### src/hdl/cart_pkg.sv
`default_nettype none

package cart_pkg;

    // Sample format defaults
    localparam int SAMPLE_WIDTH_DEF  = 16;
    localparam int FRACTION_BITS_DEF = 8;

    // Q16.16 working format and shared multiplier widths
    localparam int Q_WIDTH     = 32;
    localparam int MUL_A_WIDTH = 48;
    localparam int MUL_B_WIDTH = 18;
    localparam int PROD_WIDTH  = MUL_A_WIDTH + MUL_B_WIDTH;
    localparam int WIDE_WIDTH  = 68;
    localparam int GAIN_FRAC   = 8;
    localparam int DT_FRAC     = 16;

    // Configuration port
    localparam int ADDR_WIDTH = 5;
    localparam int DATA_WIDTH = 32;

    // Windup bands, Q16.16
    localparam logic signed [31:0] OUTER_LIMIT = 32'sd17694720;  // 270.0
    localparam logic signed [31:0] OUTER_EDGE  = 32'sd17661952;  // 269.5
    localparam logic signed [31:0] INNER_LIMIT = 32'sd19660800;  // 300.0
    localparam logic signed [31:0] INNER_EDGE  = 32'sd19628032;  // 299.5

    localparam logic signed [31:0] Q_MAX = 32'sh7FFF_FFFF;
    localparam logic signed [31:0] Q_MIN = 32'sh8000_0000;

    // Register indexes
    typedef enum logic [2:0] {
        REG_OUTER_P = 3'd0,
        REG_OUTER_I = 3'd1,
        REG_INNER_P = 3'd2,
        REG_INNER_I = 3'd3,
        REG_INNER_D = 3'd4,
        REG_TSTEP   = 3'd5
    } reg_idx_t;

    typedef struct packed {
        logic signed [15:0] outer_p_gain;
        logic signed [15:0] outer_i_gain;
        logic signed [15:0] inner_p_gain;
        logic signed [15:0] inner_i_gain;
        logic signed [15:0] inner_d_gain;
        logic        [15:0] time_step;
    } cfg_t;

    // Datapath operations, one per sequencer step
    typedef enum logic [3:0] {
        OP_IDLE,
        OP_LOAD,
        OP_E1,
        OP_MUL_OP,
        OP_P1,
        OP_MUL_OI,
        OP_MUL_TS,
        OP_OI,
        OP_E2,
        OP_MUL_IP,
        OP_P2,
        OP_MUL_ID,
        OP_D2,
        OP_MUL_II,
        OP_II,
        OP_DRIVE
    } dp_op_t;

    typedef enum logic [3:0] {
        ST_IDLE,
        ST_E1,
        ST_MUL_OP,
        ST_P1,
        ST_MUL_OI,
        ST_MUL_TS_O,
        ST_OI,
        ST_E2,
        ST_MUL_IP,
        ST_P2,
        ST_MUL_ID,
        ST_D2,
        ST_MUL_II,
        ST_MUL_TS_I,
        ST_II,
        ST_DRIVE
    } state_t;

    // Clamp a wide signed value to the 32-bit signed range.
    function automatic logic signed [31:0] sat32(input logic signed [WIDE_WIDTH-1:0] v);
        logic signed [31:0] r;
        if (v > WIDE_WIDTH'(Q_MAX)) begin
            r = Q_MAX;
        end else if (v < WIDE_WIDTH'(Q_MIN)) begin
            r = Q_MIN;
        end else begin
            r = v[31:0];
        end
        return r;
    endfunction

    // An integral moves freely inside its band; outside it, only back toward zero.
    function automatic logic integ_go(input logic signed [31:0] acc,
                                      input logic signed [31:0] err,
                                      input logic signed [31:0] limit,
                                      input logic signed [31:0] bound);
        logic inside_band;
        logic pull_down;
        logic pull_up;
        inside_band = (acc < limit) && (acc > -limit);
        pull_down   = (acc > bound) && (err < 32'sd0);
        pull_up     = (acc < -bound) && (err > 32'sd0);
        return inside_band || pull_down || pull_up;
    endfunction

endpackage

`default_nettype wire

### src/hdl/cart_regs.sv
`default_nettype none

module cart_regs (
    input  wire logic                               aclk,
    input  wire logic                               aresetn,
    input  wire logic                               psel,
    input  wire logic                               penable,
    input  wire logic                               pwrite,
    input  wire logic [cart_pkg::ADDR_WIDTH-1:0]    paddr,
    input  wire logic [cart_pkg::DATA_WIDTH-1:0]    pwdata,
    output logic      [cart_pkg::DATA_WIDTH-1:0]    prdata,
    output logic                                    pready,
    output cart_pkg::cfg_t                          cfg
);

    cart_pkg::cfg_t   cfg_reg;
    cart_pkg::cfg_t   cfg_next;
    cart_pkg::reg_idx_t idx;
    logic             wr_en;

    assign idx    = cart_pkg::reg_idx_t'(paddr[4:2]);
    assign wr_en  = psel && penable && pwrite;
    assign pready = 1'b1;
    assign cfg    = cfg_reg;

    always_comb begin
        cfg_next = cfg_reg;
        if (wr_en) begin
            unique case (idx)
                cart_pkg::REG_OUTER_P: cfg_next.outer_p_gain = pwdata[15:0];
                cart_pkg::REG_OUTER_I: cfg_next.outer_i_gain = pwdata[15:0];
                cart_pkg::REG_INNER_P: cfg_next.inner_p_gain = pwdata[15:0];
                cart_pkg::REG_INNER_I: cfg_next.inner_i_gain = pwdata[15:0];
                cart_pkg::REG_INNER_D: cfg_next.inner_d_gain = pwdata[15:0];
                cart_pkg::REG_TSTEP:   cfg_next.time_step    = pwdata[15:0];
                default: ;
            endcase
        end
    end

    always_comb begin
        unique case (idx)
            cart_pkg::REG_OUTER_P: prdata = {16'd0, cfg_reg.outer_p_gain};
            cart_pkg::REG_OUTER_I: prdata = {16'd0, cfg_reg.outer_i_gain};
            cart_pkg::REG_INNER_P: prdata = {16'd0, cfg_reg.inner_p_gain};
            cart_pkg::REG_INNER_I: prdata = {16'd0, cfg_reg.inner_i_gain};
            cart_pkg::REG_INNER_D: prdata = {16'd0, cfg_reg.inner_d_gain};
            cart_pkg::REG_TSTEP:   prdata = {16'd0, cfg_reg.time_step};
            default:               prdata = '0;
        endcase
    end

    always_ff @(posedge aclk) begin
        if (!aresetn) begin
            cfg_reg.outer_p_gain <= 16'sd256;
            cfg_reg.outer_i_gain <= 16'sd0;
            cfg_reg.inner_p_gain <= 16'sd256;
            cfg_reg.inner_i_gain <= 16'sd0;
            cfg_reg.inner_d_gain <= 16'sd0;
            cfg_reg.time_step    <= 16'd164;
        end else begin
            cfg_reg <= cfg_next;
        end
    end

endmodule

`default_nettype wire

### src/hdl/cart_ctrl.sv
`default_nettype none

module cart_ctrl (
    input  wire logic             aclk,
    input  wire logic             aresetn,
    input  wire logic             s_valid,
    output logic                  s_ready,
    input  wire logic             out_busy,
    output cart_pkg::dp_op_t      op
);

    cart_pkg::state_t state_reg;
    cart_pkg::state_t state_next;

    always_ff @(posedge aclk) begin
        if (!aresetn) begin
            state_reg <= cart_pkg::ST_IDLE;
        end else begin
            state_reg <= state_next;
        end
    end

    always_comb begin
        state_next = state_reg;
        op         = cart_pkg::OP_IDLE;
        s_ready    = 1'b0;
        unique case (state_reg)
            cart_pkg::ST_IDLE: begin
                s_ready = 1'b1;
                if (s_valid) begin
                    op         = cart_pkg::OP_LOAD;
                    state_next = cart_pkg::ST_E1;
                end
            end
            cart_pkg::ST_E1: begin
                op         = cart_pkg::OP_E1;
                state_next = cart_pkg::ST_MUL_OP;
            end
            cart_pkg::ST_MUL_OP: begin
                op         = cart_pkg::OP_MUL_OP;
                state_next = cart_pkg::ST_P1;
            end
            cart_pkg::ST_P1: begin
                op         = cart_pkg::OP_P1;
                state_next = cart_pkg::ST_MUL_OI;
            end
            cart_pkg::ST_MUL_OI: begin
                op         = cart_pkg::OP_MUL_OI;
                state_next = cart_pkg::ST_MUL_TS_O;
            end
            cart_pkg::ST_MUL_TS_O: begin
                op         = cart_pkg::OP_MUL_TS;
                state_next = cart_pkg::ST_OI;
            end
            cart_pkg::ST_OI: begin
                op         = cart_pkg::OP_OI;
                state_next = cart_pkg::ST_E2;
            end
            cart_pkg::ST_E2: begin
                op         = cart_pkg::OP_E2;
                state_next = cart_pkg::ST_MUL_IP;
            end
            cart_pkg::ST_MUL_IP: begin
                op         = cart_pkg::OP_MUL_IP;
                state_next = cart_pkg::ST_P2;
            end
            cart_pkg::ST_P2: begin
                op         = cart_pkg::OP_P2;
                state_next = cart_pkg::ST_MUL_ID;
            end
            cart_pkg::ST_MUL_ID: begin
                op         = cart_pkg::OP_MUL_ID;
                state_next = cart_pkg::ST_D2;
            end
            cart_pkg::ST_D2: begin
                op         = cart_pkg::OP_D2;
                state_next = cart_pkg::ST_MUL_II;
            end
            cart_pkg::ST_MUL_II: begin
                op         = cart_pkg::OP_MUL_II;
                state_next = cart_pkg::ST_MUL_TS_I;
            end
            cart_pkg::ST_MUL_TS_I: begin
                op         = cart_pkg::OP_MUL_TS;
                state_next = cart_pkg::ST_II;
            end
            cart_pkg::ST_II: begin
                op         = cart_pkg::OP_II;
                state_next = cart_pkg::ST_DRIVE;
            end
            cart_pkg::ST_DRIVE: begin
                // Hold here until the output register can take the new word.
                if (!out_busy) begin
                    op         = cart_pkg::OP_DRIVE;
                    state_next = cart_pkg::ST_IDLE;
                end
            end
            default: begin
                state_next = cart_pkg::ST_IDLE;
            end
        endcase
    end

endmodule

`default_nettype wire

### src/hdl/cart_dp.sv
`default_nettype none

module cart_dp #(
    parameter int SAMPLE_WIDTH  = cart_pkg::SAMPLE_WIDTH_DEF,
    parameter int FRACTION_BITS = cart_pkg::FRACTION_BITS_DEF
) (
    input  wire logic                           aclk,
    input  wire logic                           aresetn,
    input  wire cart_pkg::dp_op_t               op,
    input  wire cart_pkg::cfg_t                 cfg,
    input  wire logic signed [SAMPLE_WIDTH-1:0] s_target_angle,
    input  wire logic signed [SAMPLE_WIDTH-1:0] s_measured_angle,
    input  wire logic signed [SAMPLE_WIDTH-1:0] s_measured_rate,
    output logic                                out_busy,
    output logic                                m_valid,
    input  wire logic                           m_ready,
    output logic signed [31:0]                  m_drive
);

    localparam int SHIFT = 16 - FRACTION_BITS;
    localparam int MW    = cart_pkg::MUL_A_WIDTH;
    localparam int BW    = cart_pkg::MUL_B_WIDTH;
    localparam int PW    = cart_pkg::PROD_WIDTH;
    localparam int WW    = cart_pkg::WIDE_WIDTH;

    logic signed [31:0] tgt_reg, ang_reg, rate_reg;
    logic signed [31:0] err_reg, err_next;          // e1, then e2
    logic signed [31:0] p1_reg, p1_next;
    logic signed [31:0] p2_reg, p2_next;
    logic signed [31:0] d2_reg, d2_next;
    logic signed [31:0] oi_reg, oi_next;
    logic signed [31:0] ii_reg, ii_next;
    logic signed [31:0] prev_reg, prev_next;
    logic signed [PW-1:0] prod_reg, prod_next;
    logic signed [MW-1:0] mul_a;
    logic signed [BW-1:0] mul_b;
    logic signed [31:0] drive_reg, drive_next;
    logic               valid_reg, valid_next;

    logic signed [MW-1:0] tgt_w, ang_w, rate_w;
    logic signed [32:0]   d_diff;
    logic signed [31:0]   scaled8;
    logic signed [31:0]   acc_sum;
    logic signed [31:0]   acc_cur;

    // Samples widened to Q16.16 before clamping.
    assign tgt_w  = MW'(s_target_angle) <<< SHIFT;
    assign ang_w  = MW'(s_measured_angle) <<< SHIFT;
    assign rate_w = MW'(s_measured_rate) <<< SHIFT;

    assign d_diff = 33'(err_reg) - 33'(prev_reg);

    // Shared multiplier operand selection.
    always_comb begin
        mul_a = '0;
        mul_b = '0;
        case (op)
            cart_pkg::OP_MUL_OP: begin
                mul_a = MW'(err_reg);
                mul_b = BW'(cfg.outer_p_gain);
            end
            cart_pkg::OP_MUL_OI: begin
                mul_a = MW'(err_reg);
                mul_b = BW'(cfg.outer_i_gain);
            end
            cart_pkg::OP_MUL_TS: begin
                mul_a = prod_reg[MW-1:0];
                mul_b = $signed({2'b00, cfg.time_step});
            end
            cart_pkg::OP_MUL_IP: begin
                mul_a = MW'(err_reg);
                mul_b = BW'(cfg.inner_p_gain);
            end
            cart_pkg::OP_MUL_ID: begin
                mul_a = MW'(d_diff);
                mul_b = BW'(cfg.inner_d_gain);
            end
            cart_pkg::OP_MUL_II: begin
                mul_a = MW'(err_reg);
                mul_b = BW'(cfg.inner_i_gain);
            end
            default: ;
        endcase
    end

    assign prod_next = mul_a * mul_b;

    assign scaled8 = cart_pkg::sat32(WW'(prod_reg >>> cart_pkg::GAIN_FRAC));
    assign acc_cur = (op == cart_pkg::OP_OI) ? oi_reg : ii_reg;
    assign acc_sum = cart_pkg::sat32(WW'(acc_cur)
                     + WW'(prod_reg >>> (cart_pkg::GAIN_FRAC + cart_pkg::DT_FRAC)));

    assign out_busy = valid_reg && !m_ready;

    always_comb begin
        err_next   = err_reg;
        p1_next    = p1_reg;
        p2_next    = p2_reg;
        d2_next    = d2_reg;
        oi_next    = oi_reg;
        ii_next    = ii_reg;
        prev_next  = prev_reg;
        drive_next = drive_reg;
        valid_next = valid_reg && !m_ready;
        case (op)
            cart_pkg::OP_E1: begin
                err_next = cart_pkg::sat32(WW'(tgt_reg) - WW'(ang_reg));
            end
            cart_pkg::OP_P1: begin
                p1_next = scaled8;
            end
            cart_pkg::OP_OI: begin
                if (cart_pkg::integ_go(oi_reg, err_reg, cart_pkg::OUTER_LIMIT,
                                       cart_pkg::OUTER_EDGE)) begin
                    oi_next = acc_sum;
                end
            end
            cart_pkg::OP_E2: begin
                err_next = cart_pkg::sat32(WW'(p1_reg) - WW'(rate_reg));
            end
            cart_pkg::OP_P2: begin
                p2_next = scaled8;
            end
            cart_pkg::OP_D2: begin
                d2_next   = scaled8;
                prev_next = err_reg;
            end
            cart_pkg::OP_II: begin
                if (cart_pkg::integ_go(ii_reg, err_reg, cart_pkg::INNER_LIMIT,
                                       cart_pkg::INNER_EDGE)) begin
                    ii_next = acc_sum;
                end
            end
            cart_pkg::OP_DRIVE: begin
                drive_next = cart_pkg::sat32(WW'(p2_reg) + WW'(d2_reg)
                                             + WW'(ii_reg) + WW'(oi_reg));
                valid_next = 1'b1;
            end
            default: ;
        endcase
    end

    // Payload registers
    always_ff @(posedge aclk) begin
        if (op == cart_pkg::OP_LOAD) begin
            tgt_reg  <= cart_pkg::sat32(WW'(tgt_w));
            ang_reg  <= cart_pkg::sat32(WW'(ang_w));
            rate_reg <= cart_pkg::sat32(WW'(rate_w));
        end
        prod_reg  <= prod_next;
        err_reg   <= err_next;
        p1_reg    <= p1_next;
        p2_reg    <= p2_next;
        d2_reg    <= d2_next;
        drive_reg <= drive_next;
    end

    // Loop state and output valid
    always_ff @(posedge aclk) begin
        if (!aresetn) begin
            oi_reg    <= '0;
            ii_reg    <= '0;
            prev_reg  <= '0;
            valid_reg <= 1'b0;
        end else begin
            oi_reg    <= oi_next;
            ii_reg    <= ii_next;
            prev_reg  <= prev_next;
            valid_reg <= valid_next;
        end
    end

    assign m_valid = valid_reg;
    assign m_drive = drive_reg;

endmodule

`default_nettype wire

### src/hdl/cascade_angle_rate_pid_top.sv
// Cascaded angle/rate PID controller. Each input word carries a target angle, a measured
// angle and a measured rate as signed fixed-point samples; the block answers every word with
// exactly one drive word in signed Q16.16, clamped to the 32-bit range. The outer angle loop
// scales the angle error by its proportional gain and keeps its own integral; the inner rate
// loop runs a full PID on the difference between that proportional term and the measured
// rate, and the drive is the sum of the inner P, D and I terms plus the outer integral. Both
// integrals stop winding up at +/-270 (outer) and +/-300 (inner) unless the error pulls them
// back toward zero. Each input word is carried from acceptance into the output register by a
// sequencer that steps all products through one shared 48 x 18 multiplier. A new word is
// accepted in the cycle after a result is loaded, even while that result still waits to be
// taken, but no new word is taken while the sequencer is still working on the last one.
// Gains and the time step are set through the APB-style port and should only be
// written while no sample is being processed.
`default_nettype none

module cascade_angle_rate_pid_top #(
    parameter int SAMPLE_WIDTH  = cart_pkg::SAMPLE_WIDTH_DEF,
    parameter int FRACTION_BITS = cart_pkg::FRACTION_BITS_DEF
) (
    input  wire logic                               aclk,
    input  wire logic                               aresetn,

    // APB-style configuration port
    input  wire logic                               psel,
    input  wire logic                               penable,
    input  wire logic                               pwrite,
    input  wire logic [cart_pkg::ADDR_WIDTH-1:0]    paddr,
    input  wire logic [cart_pkg::DATA_WIDTH-1:0]    pwdata,
    output logic      [cart_pkg::DATA_WIDTH-1:0]    prdata,
    output logic                                    pready,

    // Sample input channel
    input  wire logic                               s_valid,
    output logic                                    s_ready,
    input  wire logic signed [SAMPLE_WIDTH-1:0]     s_target_angle,
    input  wire logic signed [SAMPLE_WIDTH-1:0]     s_measured_angle,
    input  wire logic signed [SAMPLE_WIDTH-1:0]     s_measured_rate,

    // Drive output channel
    output logic                                    m_valid,
    input  wire logic                               m_ready,
    output logic signed [31:0]                      m_drive
);

    cart_pkg::cfg_t   cfg;
    cart_pkg::dp_op_t op;
    logic             out_busy;

    // Gain and time-step registers; reset to unity proportional gains and a 2.5 ms step.
    cart_regs u_regs (
        .aclk    (aclk),
        .aresetn (aresetn),
        .psel    (psel),
        .penable (penable),
        .pwrite  (pwrite),
        .paddr   (paddr),
        .pwdata  (pwdata),
        .prdata  (prdata),
        .pready  (pready),
        .cfg     (cfg)
    );

    // The sequencer walks one sample through the outer loop and then the inner loop,
    // issuing one datapath operation per cycle. It waits in its last step only if the
    // previous drive word has not yet been taken.
    cart_ctrl u_ctrl (
        .aclk     (aclk),
        .aresetn  (aresetn),
        .s_valid  (s_valid),
        .s_ready  (s_ready),
        .out_busy (out_busy),
        .op       (op)
    );

    // The datapath holds the sample registers, the shared multiplier with its product
    // register, the two integrals, the previous inner error and the output register.
    cart_dp #(
        .SAMPLE_WIDTH  (SAMPLE_WIDTH),
        .FRACTION_BITS (FRACTION_BITS)
    ) u_dp (
        .aclk             (aclk),
        .aresetn          (aresetn),
        .op               (op),
        .cfg              (cfg),
        .s_target_angle   (s_target_angle),
        .s_measured_angle (s_measured_angle),
        .s_measured_rate  (s_measured_rate),
        .out_busy         (out_busy),
        .m_valid          (m_valid),
        .m_ready          (m_ready),
        .m_drive          (m_drive)
    );

endmodule

`default_nettype wire
### config.mk
export PLATFORM = sky130hd
export DESIGN_NAME = cascade_angle_rate_pid_top
export DESIGN_NICKNAME = d
export VERILOG_FILES = /design/src/hdl/cart_pkg.sv /design/src/hdl/cart_regs.sv /design/src/hdl/cart_ctrl.sv /design/src/hdl/cart_dp.sv /design/src/hdl/cascade_angle_rate_pid_top.sv
export SDC_FILE = /design/constraint.sdc
export NUM_CORES = 2
export LEC_CHECK = 0
export BUFFER_PORTS_ARGS = -buffer_cell sky130_fd_sc_hd__buf_2
export CAP_MARGIN = 20
export CORE_UTILIZATION = 45
export DETAILED_ROUTE_END_ITERATION = 7
export PLACE_DENSITY_LB_ADDON = 0.12
export SYNTH_ARGS = -nofsm -noshare
export SYNTH_HDL_FRONTEND = slang
export SYNTH_HIERARCHICAL = 1
export SYNTH_SLANG_ARGS = --single-unit
### constraint.sdc
create_clock -name aclk -period 24.6 [get_ports aclk]
set_input_delay 2.46 -clock aclk [delete_from_list [all_inputs] [get_ports aclk]]
set_output_delay 2.46 -clock aclk [all_outputs]
set_load 0.03 [all_outputs]
==> impl_results.md <==
- Status: finished clean
- Clock Latency Late Sink: 680 ps
- Sw frac: 47.5%
- Site Rows: 130
- Clock share of power: 21.8%
- Bufs on Longest Clock Path: 3
- H-tree levels: 2
- Antenna violations before repair: 2
- Post-Syn Area: 0.0572 mm²
- Total Routing Usage GR: 27.7%
- Ranking of synthesized cells by area: fa_1, edfxtp_1, dfxtp_1
- Core Area: 0.126 mm²
- CTS hold repair buffers: 0
- Vias in the first global route: 45,900
- Clk root buf: clkbuf_16
- DRC violation count after routing: 0
- Post-synth EDFFs: 208
- Share of power burned in registers: 28.8%
- Clock period minus worst slack: 13,320 ps
- Post-synthesis async set-or-reset flop share: 0%
- Internal power: 2.12 mW
- Lkg Pwr: 28.1 nW
- Layout cells sized above 1: 7.20%
- Synthesis-to-layout area growth: 6.78%
- CP max FO: 39
- Unrepaired setup endpoints after global routing: false
- Final #Nets: 7,429
- Drt first pass iters: 5
- Largest net degree at the start of global routing: 95
- Slew margin rel.: 25.1%
- Yosys reg bits: 471
- Period utilization: 54.1%
- Cell Pwr Density: 66.3 mW/mm²
- Post-synth cell types: 118
- Die X: 358 µm
- First-pass GRT wire length: 272,000 µm
- Yosys warns: 6
- CP peak stage delay: 1040 ps
- Clk slew on worst S/H paths: 60 ps
- Mapped Cells: 6,199
- Final HPWL DP: 134,000 µm
- Hold path depth: 2
- Final global-route overflow total: 0
- Comb power frac: 49.3%
- Setup TNS: 0 ps
- R2R Setup Slk: 12,820 ps
- Drt wl/cell: 22.3 µm
- Worst Setup SP: m_ready
- CTS buffer count: 54
- Port bufs: 123
- WL final: 175,000 µm
- Setup Fix Bufs, Post-CTS: 0
- 1st-iter DRT viols: 3,736
- FF-to-FF path depth: 33
- Fmax: 75.1 MHz
- RR Startpoint: u_dp/m_valid
- Bufs and invs on worst path: 12
- Max reg flops: 96
- Crit path capture type: flip-flop
- Top Family by Delay on Critical Path: adder cells
- Peak VDD IR: 0.0727 mV
- Vias: 44,600
- Fill cells: 12,100
- Top Ports: 159
- Setup violators final: 0
- Req. time, crit path: 25,160 ps
- Hold_sp: u_dp/prev_reg[5]
- Area leader, netlist: fa_1
- Endpoints failing hold: 0
- Mean area per synthesized cell: 9.22 µm²
- Slew at the pin closest to its max-slew limit: 1120 ps
- Layout Cells excl Fill: 7,847
- Resized cells post-CTS: 0
- Antenna cell count: 0
- CTS tree: built
- Slew Limit Fails: 0
- Initial Util: 45.4%
- CP most frequent cell: inv_1
- CP Class: primary input to flip-flop
- Type of origin of the critical path: primary input
- Top_reg_cell synth: dfxtp_1
- WP data arrival: 13,880 ps
- RR Endpoint: u_dp/prod_reg[61]
- Die area: 0.128 mm²
- Placed instance count: 7,741
- Slowest cell on crit path: clkinv_1
- Sequential share of the synthesized area: 20.1%
- Height of the chip: 358 µm
- HP Class: flip-flop to flip-flop
- Sw power: 1.93 mW
- DR vias/cell: 5.68
- Synth top area share: 30.7%
- Global placement routability congestion: 0.908
- Hold Path End: u_dp/prev_reg[5]
- MaxCap Viol Count: 0
- Sink Count: 471
- Tot Pwr: 4.05 mW
- Post-route ant nets: 0
- Max Clock Skew: 58.9 ps
-- worst reg2reg max path: cells and delay by family (launching register included) --
family,cells,cell delay (ps)
flops,1,320
fa+ha+maj,7,3590
compound gates,7,1680
mux,1,390
simple gates,7,2180
buf+inv,11,3500
-- worst max-delay path by stage --
stage                        end  slack, ps  cells after the start
6_report       u_dp/prod_reg[61]      11280                     34
5_1_grt        u_dp/prod_reg[61]      10650                     34
4_1_cts        u_dp/prod_reg[61]      11450                     33
3_5_place_dp   u_dp/prod_reg[61]      10770                     33
3_3_place_gp   u_dp/prod_reg[61]      10920                     33
2_1_floorplan  u_dp/prod_reg[61]      13610                     31
-- power groups by stage --
stage | Sequential, mW | Clock (mW) | Combinational, mW
6_report | 1.17 | 0.884 | 2.00
5_1_grt | 1.18 | 0.931 | 2.13
4_1_cts | 1.17 | 0.907 | 1.97
3_5_place_dp | 1.18 | 0 | 1.96
3_3_place_gp | 1.18 | 0 | 1.94
2_1_floorplan | 1.13 | 0 | 1.22
-- cell type report --
type / count / area (µm²) / area share, %
Tap cell: 1650 / 2060 / 3.38
Multi-Input combinational cell: 4423 / 40500 / 66.4
Timing Repair Buffer: 202 / 1220 / 1.99
Inverter: 999 / 3750 / 6.14
Clock inverter: 30 / 462 / 0.756
Clock buffer: 72 / 1510 / 2.47
Sequential cell: 471 / 11500 / 18.9
-- synth_stat cells, types with 40 or more instances --
master,count
nor2_1,355
a21o_1,142
clkbuf_1,226
mux2i_1,132
xor2_1,67
mux2_2,48
fa_1,878
and3_1,64
nand3_1,241
nand2b_1,40
a22oi_1,83
inv_1,996
o21ai_0,154
nor3_1,155
nand2_1,733
edfxtp_1,208
dfxtp_1,263
ha_1,308
a221o_1,77
a21oi_1,284
and2_1,43
xnor2_1,122
nand4_1,44
-- kinds of logic (layout without fill, tap and decap cells) --
family,after synthesis,count (layout),share of synthesized area [%]
XOR/XNOR,189,189,2.90
adder cells (fa/ha/maj),1187,1187,37.5
other,4,20,0.0263
multiplexers,180,180,3.26
flip-flops,471,471,20.1
AND/OR/NAND/NOR,1823,1823,14.7
AO/OA/AOI/OAI,1024,1024,12.2
buffers and inverters,1321,1303,9.29
-- layout by cell type (no fill, tap or decap), types with 24 or more instances in the layout --
cell type  Yosys  routed
o21bai_1      25      24
and2_1        43      43
buf_4         35      78
mux2i_1      132     132
xnor2_1      122     122
and3_1        64      64
nor2_1       355     349
mux2_2        48      48
inv_1        996     995
nor3_1       155     151
o21a_1        28      28
nor2b_1       37      37
dfxtp_1      263     263
a21oi_1      284     283
nand3_1      241     237
fa_1         878     878
a22oi_1       83      83
ha_1         308     308
nand2b_1      40      40
nand4_1       44      44
buf_2         22     123
nor4_1        25      25
a21o_1       142     142
nand2_1      733     733
a31oi_1       31      31
o21ai_0      154     154
edfxtp_1     208     208
clkbuf_16      0      55
xor2_1        67      67
a221o_1       77      77
-- per-layer routing --
metal  GRT usage, %  up-vias  wire [µm]
li1               -    20300          -
met3           5.42      249      14600
met5              0        -          0
met1           38.8    22300      77200
met2           43.3     1734      77900
met4           8.01        0       5520
-- per-stage QoR --
step	worst slack (ps)	hold WS (ps)	area, µm²	utilization (%)
floorplan	13610	434	57200	-
global placement	10920	443	59000	46.9
detailed placement	10770	450	59000	46.9
CTS	11450	458	61000	48.5
global route	10650	475	61100	48.5
finish	11280	458	61100	48.5
Power figures use the tool's default switching activity.
